## src/rtl/irpd_pkg.sv

```systemverilog
// Shared types, constants and the key code ROM for the IR pulse-distance key decoder.
// No dependencies; used by every module of the block.
package irpd_pkg;

  localparam int unsigned TimeW = 16;
  localparam int unsigned KeyW = 5;
  localparam int unsigned CodeW = 32;
  localparam int unsigned SecretW = 20;
  localparam int unsigned CfgIdxW = 3;
  localparam int unsigned FrameMaxW = 64;
  localparam int unsigned PassMax = 8;
  localparam int unsigned SecretExtW = KeyW * PassMax;
  localparam int unsigned InDataW = 16;
  localparam int unsigned OutDataW = 40;

  localparam int unsigned FrameBitsDef = 32;
  localparam int unsigned KeyEntriesDef = 21;
  localparam int unsigned PassLenDef = 4;

  localparam logic [TimeW-1:0] OneMinRst = 16'd52000;
  localparam logic [TimeW-1:0] OneMaxRst = 16'd56000;
  localparam logic [TimeW-1:0] ZeroMinRst = 16'd25000;
  localparam logic [TimeW-1:0] ZeroMaxRst = 16'd30000;
  localparam logic [SecretW-1:0] SecretRst = 20'd103525;

  typedef enum logic [CfgIdxW-1:0] {
    RegOneMin  = 3'd0,
    RegOneMax  = 3'd1,
    RegZeroMin = 3'd2,
    RegZeroMax = 3'd3,
    RegSecret  = 3'd4
  } cfg_reg_e;

  localparam int unsigned RomSize = 21;
  localparam logic [CodeW-1:0] KeyRom [RomSize] = '{
    32'h00FF6897, 32'h00FF30CF, 32'h00FF18E7, 32'h00FF7A85, 32'h00FF10EF,
    32'h00FF38C7, 32'h00FF5AA5, 32'h00FF5AA5, 32'h00FF5AA5, 32'h00FF5AA5,
    32'h00FFA25D, 32'h00FF629D, 32'h00FFE21D, 32'h00FF22DD, 32'h00FF02FD,
    32'h00FFC23D, 32'h00FFE01F, 32'h00FFA857, 32'h00FF906F, 32'h007FCC33,
    32'h00FFB04F
  };

  typedef struct packed {
    logic [TimeW-1:0] one_min;
    logic [TimeW-1:0] one_max;
    logic [TimeW-1:0] zero_min;
    logic [TimeW-1:0] zero_max;
  } window_cfg_t;

  typedef struct packed {
    logic                 valid;
    logic [FrameMaxW-1:0] frame;
  } frame_evt_t;

  typedef struct packed {
    logic            pass_ok;
    logic            pass_done;
    logic [KeyW-1:0] key_index;
    logic [CodeW-1:0] frame_code;
  } result_t;

endpackage

```

## src/rtl/irpd_bit_rx.sv

```systemverilog
// Edge distance measurement, bit window classification and frame shift register.
// Depends on irpd_pkg for widths and the window configuration struct.
module irpd_bit_rx #(
  parameter int unsigned FRAME_BITS = irpd_pkg::FrameBitsDef
) (
  input  logic                          clk_i,
  input  logic                          rst_ni,
  input  logic                          step_i,
  input  logic [irpd_pkg::TimeW-1:0]    edge_time_i,
  input  irpd_pkg::window_cfg_t         win_i,
  output irpd_pkg::frame_evt_t          frame_o
);
  import irpd_pkg::*;

  localparam int unsigned CntW = $clog2(FRAME_BITS);

  logic [TimeW-1:0]      last_edge_q;
  logic [CntW-1:0]       bit_count_q;
  logic [FRAME_BITS-1:0] frame_q;
  logic [TimeW-1:0]      delta;
  logic                  is_one;
  logic                  is_zero;
  logic                  hit;
  logic                  last_bit;
  logic [FRAME_BITS-1:0] frame_next;

  assign delta = edge_time_i - last_edge_q;
  assign is_one = (delta > win_i.one_min) && (delta < win_i.one_max);
  assign is_zero = (delta > win_i.zero_min) && (delta < win_i.zero_max);
  assign hit = is_one || is_zero;
  assign frame_next = {frame_q[FRAME_BITS-2:0], is_one};
  assign last_bit = (bit_count_q == CntW'(FRAME_BITS - 1));

  assign frame_o.valid = hit && last_bit;
  assign frame_o.frame = FrameMaxW'(frame_next);

  always_ff @(posedge clk_i or negedge rst_ni) begin
    if (!rst_ni) begin
      last_edge_q <= '0;
      bit_count_q <= '0;
      frame_q     <= '0;
    end else if (step_i) begin
      last_edge_q <= edge_time_i;
      if (hit) begin
        if (last_bit) begin
          bit_count_q <= '0;
          frame_q     <= '0;
        end else begin
          bit_count_q <= bit_count_q + 1'b1;
          frame_q     <= frame_next;
        end
      end
    end
  end

endmodule

```

## src/rtl/irpd_key_match.sv

```systemverilog
// Key ROM lookup and passcode collection and check for completed frames.
// Depends on irpd_pkg for the ROM, widths and the frame and result structs.
module irpd_key_match #(
  parameter int unsigned KEY_ENTRIES = irpd_pkg::KeyEntriesDef,
  parameter int unsigned PASS_LEN    = irpd_pkg::PassLenDef
) (
  input  logic                          clk_i,
  input  logic                          rst_ni,
  input  logic                          step_i,
  input  irpd_pkg::frame_evt_t          frame_i,
  input  logic [irpd_pkg::SecretW-1:0]  secret_i,
  output irpd_pkg::result_t             result_o
);
  import irpd_pkg::*;

  localparam int unsigned KCntW = $clog2(PASS_LEN + 1);
  localparam logic [KeyW-1:0] NoMatch = KeyW'(KEY_ENTRIES);

  logic [KCntW-1:0]      key_count_q;
  logic [KeyW-1:0]       entered_q [PASS_LEN];
  logic [KeyW-1:0]       key;
  logic                  found;
  logic                  last_key;
  logic [PASS_LEN-1:0]   slot_eq;
  logic [SecretExtW-1:0] secret_ext;
  logic                  store;

  always_comb begin
    key   = NoMatch;
    found = 1'b0;
    for (int i = RomSize - 1; i >= 0; i--) begin
      if ((i < KEY_ENTRIES) && (frame_i.frame == FrameMaxW'(KeyRom[i]))) begin
        key   = KeyW'(i);
        found = 1'b1;
      end
    end
  end

  assign secret_ext = SecretExtW'(secret_i);
  assign last_key = (key_count_q == KCntW'(PASS_LEN - 1));

  for (genvar k = 0; k < PASS_LEN; k++) begin : g_slot
    if (k == PASS_LEN - 1) begin : g_new
      assign slot_eq[k] = (key == secret_ext[KeyW*(PASS_LEN-1-k) +: KeyW]);
    end else begin : g_old
      assign slot_eq[k] = (entered_q[k] == secret_ext[KeyW*(PASS_LEN-1-k) +: KeyW]);
    end
  end

  assign store = step_i && frame_i.valid && found;

  assign result_o.frame_code = frame_i.frame[CodeW-1:0];
  assign result_o.key_index  = key;
  assign result_o.pass_done  = found && last_key;
  assign result_o.pass_ok    = found && last_key && (&slot_eq);

  always_ff @(posedge clk_i or negedge rst_ni) begin
    if (!rst_ni) begin
      key_count_q <= '0;
    end else if (store) begin
      if (last_key) begin
        key_count_q <= '0;
      end else begin
        key_count_q <= key_count_q + 1'b1;
      end
    end
  end

  always_ff @(posedge clk_i) begin
    for (int k = 0; k < PASS_LEN; k++) begin
      if (store && (key_count_q == KCntW'(k))) begin
        entered_q[k] <= key;
      end
    end
  end

`ifndef SYNTHESIS
  a_count_in_range: assert property (@(posedge clk_i) disable iff (!rst_ni)
    key_count_q < KCntW'(PASS_LEN))
    else $error("Passcode key count left its range.");
`endif

endmodule

```

## src/rtl/ir_pulse_distance_key_decoder.sv

```systemverilog
// Top level of the IR pulse-distance key decoder: configuration registers,
// input and result registers, and the stream handshakes.
// Depends on irpd_pkg, irpd_bit_rx and irpd_key_match.
//
// Usage: each slave transaction carries the free-running timer value captured
// at one falling edge of the IR line. The block measures the distance to the
// previous edge, turns it into a 1, a 0 or nothing, and after a full frame
// emits one master transaction with the frame code, the matched key index and
// the passcode verdict. Edges that do not complete a frame produce nothing.
// The edge that completes a frame passes through the input register, then
// the result register, which presents the result on the master side.
// Throughput: one edge per cycle; the window compare, frame shift, parallel
// ROM compare and passcode check all sit in the one stage between registers.
// When the master side stalls, the result register holds its transaction and
// the input register holds one more edge; tready drops only then.
// The configuration port takes a write in any cycle; writes are meant to be
// done while the block is idle and act on the next edge.
// Reset clears the edge time, bit and key counters, the pending transactions
// and restores the default windows and passcode.
module ir_pulse_distance_key_decoder #(
  parameter int unsigned FRAME_BITS  = irpd_pkg::FrameBitsDef,
  parameter int unsigned KEY_ENTRIES = irpd_pkg::KeyEntriesDef,
  parameter int unsigned PASS_LEN    = irpd_pkg::PassLenDef
) (
  input  logic                           clk_i,
  input  logic                           rst_ni,
  input  logic                           s_axis_tvalid,
  output logic                           s_axis_tready,
  // edge_time[15:0]
  input  logic [irpd_pkg::InDataW-1:0]   s_axis_tdata,
  output logic                           m_axis_tvalid,
  input  logic                           m_axis_tready,
  // frame_code[31:0], key_index[36:32], pass_done[37], pass_ok[38], zero[39]
  output logic [irpd_pkg::OutDataW-1:0]  m_axis_tdata,
  input  logic                           cfg_we_i,
  input  logic [irpd_pkg::CfgIdxW-1:0]   cfg_idx_i,
  input  logic [irpd_pkg::SecretW-1:0]   cfg_data_i
);
  import irpd_pkg::*;

  window_cfg_t      win_q;
  logic [SecretW-1:0] secret_q;
  logic             in_valid_q;
  logic [TimeW-1:0] in_time_q;
  logic             out_valid_q;
  result_t          out_q;
  logic             advance;
  frame_evt_t       frame_evt;
  result_t          result;

  always_ff @(posedge clk_i or negedge rst_ni) begin
    if (!rst_ni) begin
      win_q.one_min  <= OneMinRst;
      win_q.one_max  <= OneMaxRst;
      win_q.zero_min <= ZeroMinRst;
      win_q.zero_max <= ZeroMaxRst;
      secret_q       <= SecretRst;
    end else if (cfg_we_i) begin
      case (cfg_reg_e'(cfg_idx_i))
        RegOneMin:  win_q.one_min  <= cfg_data_i[TimeW-1:0];
        RegOneMax:  win_q.one_max  <= cfg_data_i[TimeW-1:0];
        RegZeroMin: win_q.zero_min <= cfg_data_i[TimeW-1:0];
        RegZeroMax: win_q.zero_max <= cfg_data_i[TimeW-1:0];
        RegSecret:  secret_q       <= cfg_data_i;
        default: ;
      endcase
    end
  end

  assign advance = in_valid_q && (!out_valid_q || m_axis_tready);
  assign s_axis_tready = !in_valid_q || advance;

  always_ff @(posedge clk_i or negedge rst_ni) begin
    if (!rst_ni) begin
      in_valid_q <= 1'b0;
    end else if (s_axis_tready) begin
      in_valid_q <= s_axis_tvalid;
    end
  end

  always_ff @(posedge clk_i) begin
    if (s_axis_tvalid && s_axis_tready) begin
      in_time_q <= s_axis_tdata[TimeW-1:0];
    end
  end

  irpd_bit_rx #(
    .FRAME_BITS (FRAME_BITS)
  ) u_bit_rx (
    .clk_i       (clk_i),
    .rst_ni      (rst_ni),
    .step_i      (advance),
    .edge_time_i (in_time_q),
    .win_i       (win_q),
    .frame_o     (frame_evt)
  );

  irpd_key_match #(
    .KEY_ENTRIES (KEY_ENTRIES),
    .PASS_LEN    (PASS_LEN)
  ) u_key_match (
    .clk_i    (clk_i),
    .rst_ni   (rst_ni),
    .step_i   (advance),
    .frame_i  (frame_evt),
    .secret_i (secret_q),
    .result_o (result)
  );

  always_ff @(posedge clk_i or negedge rst_ni) begin
    if (!rst_ni) begin
      out_valid_q <= 1'b0;
    end else if (!out_valid_q || m_axis_tready) begin
      out_valid_q <= advance && frame_evt.valid;
    end
  end

  always_ff @(posedge clk_i) begin
    if (advance && frame_evt.valid) begin
      out_q <= result;
    end
  end

  assign m_axis_tvalid = out_valid_q;
  assign m_axis_tdata  = {1'b0, out_q.pass_ok, out_q.pass_done, out_q.key_index,
                          out_q.frame_code};

`ifndef SYNTHESIS
  a_ok_needs_done: assert property (@(posedge clk_i) disable iff (!rst_ni)
    out_valid_q && out_q.pass_ok |-> out_q.pass_done)
    else $error("Passcode verdict given without a completed passcode.");

  a_nomatch_not_done: assert property (@(posedge clk_i) disable iff (!rst_ni)
    out_valid_q && (out_q.key_index == KeyW'(KEY_ENTRIES)) |-> !out_q.pass_done)
    else $error("Unmatched frame completed a passcode.");

  a_frame_reaches_out: assert property (@(posedge clk_i) disable iff (!rst_ni)
    advance && frame_evt.valid |=> out_valid_q)
    else $error("Completed frame did not reach the result register.");

  a_stall_keeps_edge: assert property (@(posedge clk_i) disable iff (!rst_ni)
    in_valid_q && !advance |=> in_valid_q && $stable(in_time_q))
    else $error("Pending edge lost while the result side stalled.");
`endif

endmodule

```

## config.mk

```make
export PLATFORM = sky130hd
export DESIGN_NAME = ir_pulse_distance_key_decoder
export DESIGN_NICKNAME = d
export VERILOG_FILES = /design/src/rtl/irpd_pkg.sv /design/src/rtl/irpd_bit_rx.sv /design/src/rtl/irpd_key_match.sv /design/src/rtl/ir_pulse_distance_key_decoder.sv
export SDC_FILE = /design/constraint.sdc
export NUM_CORES = 1
export LEC_CHECK = 0
export ABC_CLOCK_PERIOD_IN_PS = 10450
export BUFFER_PORTS_ARGS = -buffer_cell sky130_fd_sc_hd__buf_2
export CAP_MARGIN = 20
export CORE_MARGIN = 2
export CORE_UTILIZATION = 36
export DETAILED_ROUTE_END_ITERATION = 12
export HOLD_SLACK_MARGIN = 0.03
export PLACE_DENSITY = 0.61
export SLEW_MARGIN = 20
export SYNTH_ARGS = -nofsm -noshare
export SYNTH_HDL_FRONTEND = slang
export SYNTH_SLANG_ARGS = --single-unit
```

## constraint.sdc

```tcl
create_clock -name clk_i -period 10.45 [get_ports clk_i]
set_input_delay 0.5225 -clock clk_i [delete_from_list [all_inputs] [get_ports clk_i]]
set_output_delay 0.5225 -clock clk_i [all_outputs]
set_load 0.02 [all_outputs]
```

==> results.toml, run 1 <==
[worst_setup_path]
path_class = "flip-flop to flip-flop"
crit_path_end_kind = "flip-flop"
rr_worst_depth = 19
cpLargestDelayFamily = "simple AND/OR/NAND/NOR gates"
cp.buffers_inverters = 2
startpoint_type = "flip-flop"
worstPathRequired_ns = 10.62
cpPeakStageDelay_ns = 0.55
critPathSlowestCell = "or3b_1"
cp_max_fo = 69
worst_ep_arrival_time_ns = 6.05
cp.depth = 19
path_cells = "inv_1, ha_1, nor2b_1, o31ai_1, a21oi_1, a2111o_1, nand2_1, o2111ai_1, a21oi_1, xnor2_1, ha_1, nand4_2, nor4_2, a2111o_1, nand3_1, o2bb2ai_4, buf_4, or3b_1, nor3b_2"

[clock_network]
cts_sinks = 211
tritoncts = "built"
cts_buffers = 24
clk_latency_ns = 0.51
post-cts-setup-buffers = 0
cts_resized = 0
clockBufferDepth = 3
ctsHoldBuffers = 0
cts_max_level = 1
root_buffer = "clkbuf_16"
clk_pin_slew_worst_paths_ns = 0.06

[routing]
vias = 7263
via_per_inst = 4.96
first_pass_iters = 5
wl_per_cell_um = 16.1
first_iter_violations = 448
detail-route-antenna-nets = 0
totalWireLength_um = 23600
drt_drc_violations_left = 0

[placement]
dpl_worst_slack_ns = 4.54
place_congestion = 0.879
dpl_cell_area_um2 = 11700
hpwl_um = 16900
dp.cells = 1418
port_buffers = 84

[grt]
grt_pass1_vias = 7244
grt_util_all_layers = 0.153
grt_pass1_wl_um = 38500
grt_max_degree = 90
grt_overflow = 0
antenna_found_initial = 0

[final_layout]
layout_commonest_cell = "inv_1"
layout_common_cells = "117 x inv_1, 107 x dfrtp_1, 94 x o21ai_0"
final_layout_size_suffix_gt1_frac = 0.233
num-fill-cells = 2837
diodes = 0
layout.nets = 1183
area_growth_pct = 16.7
final_cells = 1463
stdcell_area_um2 = 12500

[flow_run]
drv_cap = 0

[floorplan]
floorplan.rows = 63
die_area_um2 = 31200
dieHeight_um = 177
core-area_um2 = 29500
die_w_um = 177
ios = 86
start_util = 0.364

[sta]
final_max_slew_viol_count = 0
period_share = 0.563
fmax_mhz = 170
setup-tns-final_ns = 0
setup_ws_ns = 4.57
hold_viol = 0
worst_pin_slew_ns = 1.05
min_period_ns = 5.88
setup_viol = 0
final.setup_skew_ns = 0.0112
relSlewSlack = 0.302
rsz0062_at_grt = "no"

[yosys]
syn_area_um2 = 10700
synth_warnings = 0
synth_edf_count = 70
postSynthNetCount = 1091
synth_cell_types = 73
synth-seq-area-share = 0.528
ys_seq_elements = 211
synthArstFlopShare = 0.668
postSynthCellCount = 963
synth_flop_cell = "dfrtp_1"
postSynthAreaPerCell_um2 = 11.2

[worst_hold_path]
hold_path_class = "input port to async pin"

[status]
outcome = "finished clean"

[power]
p_leak_nw = 5.30
peakVddDrop_v = 0.000103
power_density_nw_per_um2 = 228
synthesized netlist by cell type, drive strengths merged, types with 2 or more instances:
library cell | number | area (µm²)
a2111o | 3 | 33.8
a2111oi | 2 | 17.5
a211oi | 3 | 22.5
a21boi | 5 | 37.5
a21o | 3 | 22.5
a21oi | 27 | 135
a22oi | 3 | 22.5
a31oi | 3 | 18.8
a32o | 2 | 20.0
and2 | 5 | 31.3
and3 | 8 | 50.1
and4 | 3 | 26.3
and4bb | 7 | 87.6
buf | 8 | 46.3
clkbuf | 19 | 71.3
dfrtp | 107 | 2680
dfstp | 34 | 893
edfxtp | 70 | 2100
ha | 83 | 1040
inv | 117 | 439
mux2 | 55 | 619
mux2i | 3 | 30.0
nand2 | 86 | 323
nand2b | 5 | 31.3
nand3 | 49 | 245
nand4 | 12 | 96.3
nor2 | 22 | 82.6
nor2b | 10 | 62.6
nor3 | 12 | 60.1
nor3b | 7 | 72.6
nor4 | 8 | 83.8
nor4bb | 3 | 30.0
o2111ai | 4 | 35.0
o211ai | 2 | 15.0
o21a | 8 | 60.1
o21ai | 98 | 494
o21bai | 2 | 15.0
o2bb2ai | 4 | 35.0
o31ai | 5 | 65.1
o41ai | 2 | 17.5
or3 | 5 | 36.3
xnor2 | 23 | 201
xor2 | 9 | 78.8
state kept, by name, summed over array words and instances, names as in the netlist:
| signal | flops |
|---|---|
| win_q | 64 |
| u_key_match.entered_q | 15 |
| in_valid_q | 1 |
| u_bit_rx.frame_q | 31 |
| u_key_match.key_count_q | 3 |
| secret_q | 20 |
| u_bit_rx.last_edge_q | 16 |
| m_axis_tvalid | 1 |
| u_bit_rx.bit_count_q | 5 |
| in_time_q | 16 |
| m_axis_tdata | 39 |
layer usage:
layer  share of wire  global-route usage  wire length [µm]  vias up
li1                -                   -                 -     3581
met1            0.48               0.217             11300     3518
met2            0.46               0.252             10900      138
met3           0.043              0.0208              1020       26
met4           0.014              0.0313               337        0
met5               0                   0                 0        -
worst paths after layout:
check,start,endpoint,slack [ns]
worst max register to register,u_bit_rx.last_edge_q[1],u_key_match.entered_q[1][3],4.57
min in group clk_i,s_axis_tdata[10],in_time_q[10],0.18
max in group asynchronous,rst_ni,u_bit_rx.frame_q[13],9.13
worst min register to register,u_bit_rx.frame_q[17],m_axis_tdata[18],0.50
worst min-delay path,rst_ni,u_bit_rx.last_edge_q[2],0.04
worst max-delay path,u_bit_rx.last_edge_q[1],u_key_match.entered_q[1][3],4.57
kinds of logic after synthesis:
| family | count (synthesis) | synth area share |
|---|---|---|
| compound gates | 184 | 0.106 |
| xor+xnor | 32 | 0.0261 |
| fa+ha+maj | 84 | 0.0985 |
| buf+inv | 145 | 0.0534 |
| flops | 211 | 0.528 |
| mux | 58 | 0.0604 |
| other cells | 1 | 0.000349 |
| simple gates | 248 | 0.127 |
stage by stage:
stage          utilization  hold slack, ns  total power [mW]
2_1_floorplan            -           0.227              1.73
3_3_place_gp         0.396           0.474              1.95
3_5_place_dp         0.396           0.484              1.96
4_1_cts              0.425           0.107              2.89
5_1_grt              0.426           0.145              3.06
6_report             0.426          0.0385              2.86
power breakdown:
part | total [mW] | internal (mW) | switching (mW)
Clock | 0.910 | 0.574 | 0.336
Combinational | 0.795 | 0.334 | 0.461
Sequential | 1.16 | 1.04 | 0.122
final cells by class:
class | count | area, µm² | area share
Sequential cell | 211 | 5670 | 0.452
Multi-Input combinational cell | 607 | 4560 | 0.363
Clock buffer | 29 | 661 | 0.0527
Timing Repair Buffer | 93 | 498 | 0.0397
Tap cell | 390 | 488 | 0.0389
Inverter | 118 | 457 | 0.0364
Clock inverter | 15 | 210 | 0.0168
Power figures use the tool's default switching activity.
==> run 2: changes to the inputs <==
ABC_AREA = 1   (was default)
ABC_CLOCK_PERIOD_IN_PS = 5800   (was 10450)
clock period = 5.8 ns   (was 10.45 ns; I/O delays follow)
==> results.toml, run 2 <==
[final_layout]
layout_common_cells = "199 x nand2_1, 187 x inv_1, 110 x o21ai_0"
layout.nets = 1394
largest_reg_flops = 64
final_cells = 1675
final_layout_size_suffix_gt1_frac = 0.189
top_register = "win_q"
area_growth_pct = 18.6
layout_commonest_cell = "nand2_1"
fin_util = 0.435
diodes = 0

[clock_network]
tritoncts = "built"
cts_resized = 0
cts_buffers = 25
root_buffer = "clkbuf_16"
clk_pin_slew_worst_paths_ns = 0.06
cts_max_level = 1
clockBufferDepth = 3
cts_sinks = 211
clk_latency_ns = 0.53

[worst_setup_path]
crit_path_end_kind = "flip-flop"
cpLargestDelayFamily = "simple AND/OR/NAND/NOR gates"
startpoint_type = "flip-flop"
critPathSlowestCell = "nor3b_1"
worst_ep_arrival_time_ns = 5.55
cp_max_fo = 8
cpPeakStageDelay_ns = 0.64
crit_top_cell = "nand2_1"
path_class = "flip-flop to flip-flop"
cp.buffers_inverters = 2
worstPathRequired_ns = 5.96

[placement]
hpwl_um = 18000
port_buffers = 84
dp.cells = 1605
place_congestion = 0.854

[sta]
setup_viol = 0
relSlewSlack = 0.379
hold_viol = 0
final_max_slew_viol_count = 0
rsz0062_at_grt = "yes"
fmax_mhz = 185
worst_pin_slew_ns = 0.932
period_share = 0.930
min_period_ns = 5.39
final.setup_skew_ns = 0.0305

[yosys]
post-synth-top-count-cell = "nand2_1"
synth_flop_cell = "dfrtp_1"
synth_compound_area_frac = 0.107
synthSimpleGateAreaFrac = 0.170
synth_warnings = 0
synth_top_area_frac = 0.245
synthArstFlopShare = 0.668
synthXorXnorAreaFrac = 0.0224
postSynthAreaPerCell_um2 = 9.53
postSynthNetCount = 1276
ys_seq_elements = 211
synth-seq-area-share = 0.519
postSynthCellCount = 1148
ys_top_cells_by_count = "199 x nand2_1, 187 x inv_1, 110 x o21ai_0"
muxShareOfSynthArea = 0.00503
synth_top_family_by_area = "simple AND/OR/NAND/NOR gates"
synth_cell_types = 57
synth_fa_ha_area_frac = 0.0968
synth_top_cell_by_area = "dfrtp_1"
synth_edf_count = 70
syn_area_um2 = 10900
synth_area_leaders = "dfrtp_1 24%, edfxtp_1 19%, ha_1 9.5%"

[status]
outcome = "finished clean"

[floorplan]
die_w_um = 178
core-area_um2 = 29800
dieHeight_um = 178
ios = 86
floorplan.rows = 63
start_util = 0.367
die_area_um2 = 31800

[routing]
first_pass_iters = 5
drt_drc_violations_left = 0
wl_per_cell_um = 15.2
first_iter_violations = 400
vias = 8130
detail-route-antenna-nets = 0
totalWireLength_um = 25500
via_per_inst = 4.85

[grt]
grt_max_degree = 97
grt_util_all_layers = 0.166
grt_pass1_wl_um = 41600
antenna_found_initial = 0
grt_overflow = 0
grt_pass1_vias = 7997

[power]
p_seq_frac = 0.382
clock_power_share = 0.317
power_density_nw_per_um2 = 410
p_leak_nw = 5.96
peakVddDrop_v = 0.000274
pwr-share-comb = 0.302
swShare = 0.343
power.switching_mw = 1.82
p_int_mw = 3.50

[worst_hold_path]
hold_path_class = "input port to flip-flop"

[flow_run]
drv_cap = 0
[run 2: changes by cell type in the layout (fill, tap and decap cells not counted), sizes merged, moves of 8 or more]
cell / delta
a21oi: +12
and3: -8
dlygate4sd3: +22
inv: +88
mux2: -51
nand2: +129
nand3: -11
nand4: +14
nor2: +45
nor2b: -10
o21ai: +18
o22ai: +32
[run 2: area by class of cell]
type / instances / area [µm²]
fillers: 2880 / 16800
flip-flops and latches: 211 / 5670
multi-input cells: 708 / 4410
inverters: 204 / 767
repair buffers: 116 / 737
clock buffers: 36 / 707
well taps: 390 / 488
clock inverters: 10 / 188
[run 2: final timing paths]
check | start | end | slack [ns] | cells after the start
setup / recovery | u_bit_rx.last_edge_q[0] | u_key_match.entered_q[2][3] | 0.41 | 30
hold / removal | m_axis_tready | in_valid_q | 0.07 | 4
setup reg to reg | u_bit_rx.last_edge_q[0] | u_key_match.entered_q[2][3] | 0.41 | 30
hold reg to reg | u_bit_rx.frame_q[24] | m_axis_tdata[25] | 0.45 | 0
max in group asynchronous | rst_ni | win_q[37] | 4.21 | 3
min in group asynchronous | rst_ni | m_axis_tvalid | 0.43 | 2
[run 2: kinds of logic (layout without fill, tap and decap cells)]
logic type               Yosys count  count (layout)
AND/OR/NAND/NOR                  382             382
buffers and inverters            229             366
flip-flops                       211             211
AO/OA/AOI/OAI                    208             208
adder cells (fa/ha/maj)           84              84
XOR/XNOR                          28              28
multiplexers                       5               5
other                              1               1
[run 2: metrics by stage]
stage | hold slack, ns | power (mW) | instance area [µm²] | TNS, ns | setup slack, ns
floorplan | -0.00559 | 3.21 | 10900 | 0 | 0.456
global placement | 0.434 | 3.60 | 11800 | 0 | 0.554
detailed placement | 0.434 | 3.65 | 11800 | 0 | 0.432
CTS | 0.0560 | 5.37 | 12900 | 0 | 0.400
global route | 0.106 | 5.70 | 13000 | -1.87 | -0.150
finish | 0.0694 | 5.32 | 13000 | 0 | 0.408
[run 2: power groups by stage]
stage	Combinational, mW	Clock [mW]	Sequential (mW)
after floorplan	1.21	0	2.00
after global placement	1.55	0	2.05
after detailed placement	1.60	0	2.05
after CTS	1.62	1.72	2.03
after global routing	1.85	1.78	2.07
final	1.61	1.68	2.03
[run 2: layer usage]
metal | part of all wire | track usage | up-vias
met5 | 0 | 0 | -
met4 | 0.025 | 0.0440 | 0
met3 | 0.046 | 0.0301 | 42
met2 | 0.47 | 0.281 | 151
met1 | 0.45 | 0.219 | 3899
li1 | - | - | 4038
[run 2: worst reg2reg max path, delay by kind of cell (launching register included)]
family	cells	cell delay, ns
AO/OA/AOI/OAI	4	0.60
AND/OR/NAND/NOR	20	2.84
buffers and inverters	2	0.19
adder cells (fa/ha/maj)	3	0.90
XOR/XNOR	1	0.14
flip-flops	1	0.38
[run 2: what timing repair did]
item / 4_1_cts / 5_1_grt
endpoints found under the hold margin: 100 / 0
endpoints found under the setup margin: 0 / 15
hold buffers: 22 / 0
buffers inserted: 0 / 0
==> run 3: changes to the inputs <==
ABC_AREA = default   (was 1)
==> results.toml, run 3 (same netlist as run 1, synthesis figures left out) <==
[grt]
grtUsageMet3 = 0.0232
met2_usage = 0.252
antenna_found_initial = 0
grt_util_all_layers = 0.157
grt_pass1_vias = 7407
grt_pass1_wl_um = 39600
top_usage_layer = "met2"
grt_max_degree = 97
grt_overflow = 0
grt_use_met1 = 0.225

[sta]
rsz0062_at_grt = "no"
final.setup_skew_ns = 0.0156
fmax_mhz = 187
worst_pin_slew_ns = 0.941
setup_ws_ns = 0.451
final_max_slew_viol_count = 0
min_period_ns = 5.35
setup-tns-final_ns = 0
setup_viol = 0
relSlewSlack = 0.372
hold_viol = 0
period_share = 0.922

[routing]
first_pass_iters = 4
detail-route-antenna-nets = 0
totalWireLength_um = 23800
wl_per_cell_um = 15.9
via_per_inst = 4.94
first_iter_violations = 467
drt_drc_violations_left = 0
vias = 7395

[floorplan]
ios = 86
core-area_um2 = 29500
die_w_um = 177
start_util = 0.364
die_area_um2 = 31200
floorplan.rows = 63
dieHeight_um = 177

[worst_hold_path]
min_to = "win_q[47]"
hold_depth = 3
hold_path_class = "input port to flip-flop"
min-delay-start = "cfg_data_i[15]"

[final_layout]
final_cells = 1498
stdcell_area_um2 = 12800
layout_common_cells = "116 x inv_1, 107 x dfrtp_1, 94 x o21ai_0"
layout.nets = 1217
area_growth_pct = 19.0
diodes = 0
layout_commonest_cell = "inv_1"
largest_reg_flops = 64
top_register = "win_q"
final_layout_size_suffix_gt1_frac = 0.228

[worst_setup_path]
rr_worst_depth = 18
crit_path_end_kind = "flip-flop"
cp_max_fo = 6
worst_ep_arrival_time_ns = 5.53
worst_r2r_endpoint = "u_key_match.entered_q[1][4]"
startpoint_type = "flip-flop"
cp.buffers_inverters = 1
cpPeakStageDelay_ns = 0.52
r2r_start = "u_bit_rx.last_edge_q[1]"
path_cells = "inv_1, ha_1, nor2b_1, o31ai_1, a21oi_1, a2111o_1, nand2_1, o2111ai_1, a21oi_1, xnor2_1, ha_1, and4_1, a211oi_1, nand2_1, a211oi_1, o2bb2ai_4, or3b_1, nor3b_2"
r2r_slack_ns = 0.45
path_class = "flip-flop to flip-flop"
cpLargestDelayFamily = "compound AO/OA/AOI/OAI gates"
worstPathRequired_ns = 5.98
critPathSlowestCell = "or3b_1"

[clock_network]
tritoncts = "built"
cts_sinks = 211
cts_resized = 0
clk_latency_ns = 0.53
cts_buffers = 25
root_buffer = "clkbuf_16"
post-cts-setup-buffers = 0
clockBufferDepth = 3
ctsHoldBuffers = 28
clk_pin_slew_worst_paths_ns = 0.06
cts_max_level = 1

[placement]
place_congestion = 0.877
dp.cells = 1422
hpwl_um = 17000
dpl_cell_area_um2 = 11700
dpl_worst_slack_ns = 0.495
port_buffers = 84

[power]
power_density_nw_per_um2 = 392
peakVddDrop_v = 0.000206
totalPowerFinal_mw = 5.02
p_leak_nw = 5.40

[flow_run]
drv_cap = 0

[status]
outcome = "finished clean"
==> run 3: how the worst max path moves through the flow <==
stage | cells past startpoint | slack (ns) | to | start
final | 18 | 0.45 | u_key_match.entered_q[1][4] | u_bit_rx.last_edge_q[1]
after global routing | 18 | 0.08 | u_key_match.entered_q[1][4] | u_bit_rx.last_edge_q[1]
after CTS | 18 | 0.45 | u_key_match.entered_q[1][4] | u_bit_rx.last_edge_q[1]
after detailed placement | 18 | 0.50 | u_key_match.entered_q[1][4] | u_bit_rx.last_edge_q[1]
after global placement | 18 | 0.59 | u_key_match.entered_q[1][4] | u_bit_rx.last_edge_q[1]
after floorplan | 19 | 0.72 | m_axis_tdata[0] | u_bit_rx.last_edge_q[0]
==> run 3: per-stage QoR <==
stage | util | hold slack [ns]
3_3_place_gp | 0.397 | 0.467
6_report | 0.434 | 0.0467
5_1_grt | 0.434 | 0.0509
4_1_cts | 0.433 | 0.0349
2_1_floorplan | - | -0.00559
3_5_place_dp | 0.397 | 0.466
==> run 3: per-layer routing <==
metal / up-vias / part of all wire
met4: 0 / 0.013
met2: 129 / 0.46
met1: 3588 / 0.48
met3: 22 / 0.043
li1: 3656 / -
met5: - / 0
==> run 3: report_power, final <==
part           internal [mW]  switching [mW]
registers               1.87           0.223
clock network          0.841           0.618
logic                  0.626           0.839
total                   3.34            1.68
==> run 3: final cells by class <==
class                           instances  area [µm²]
Clock buffer                           33         686
Clock inverter                         13        91.3
Fill cell                            2849       16700
Timing Repair Buffer                  126         836
Inverter                              118         457
Multi-Input combinational cell        607        4560
Sequential cell                       211        5670
Tap cell                              390         488
==> run 3: worst min-delay path: stages <==
cell     delay (ns)
buf_2          0.15
nand2_1        0.06
o21ai_0        0.07
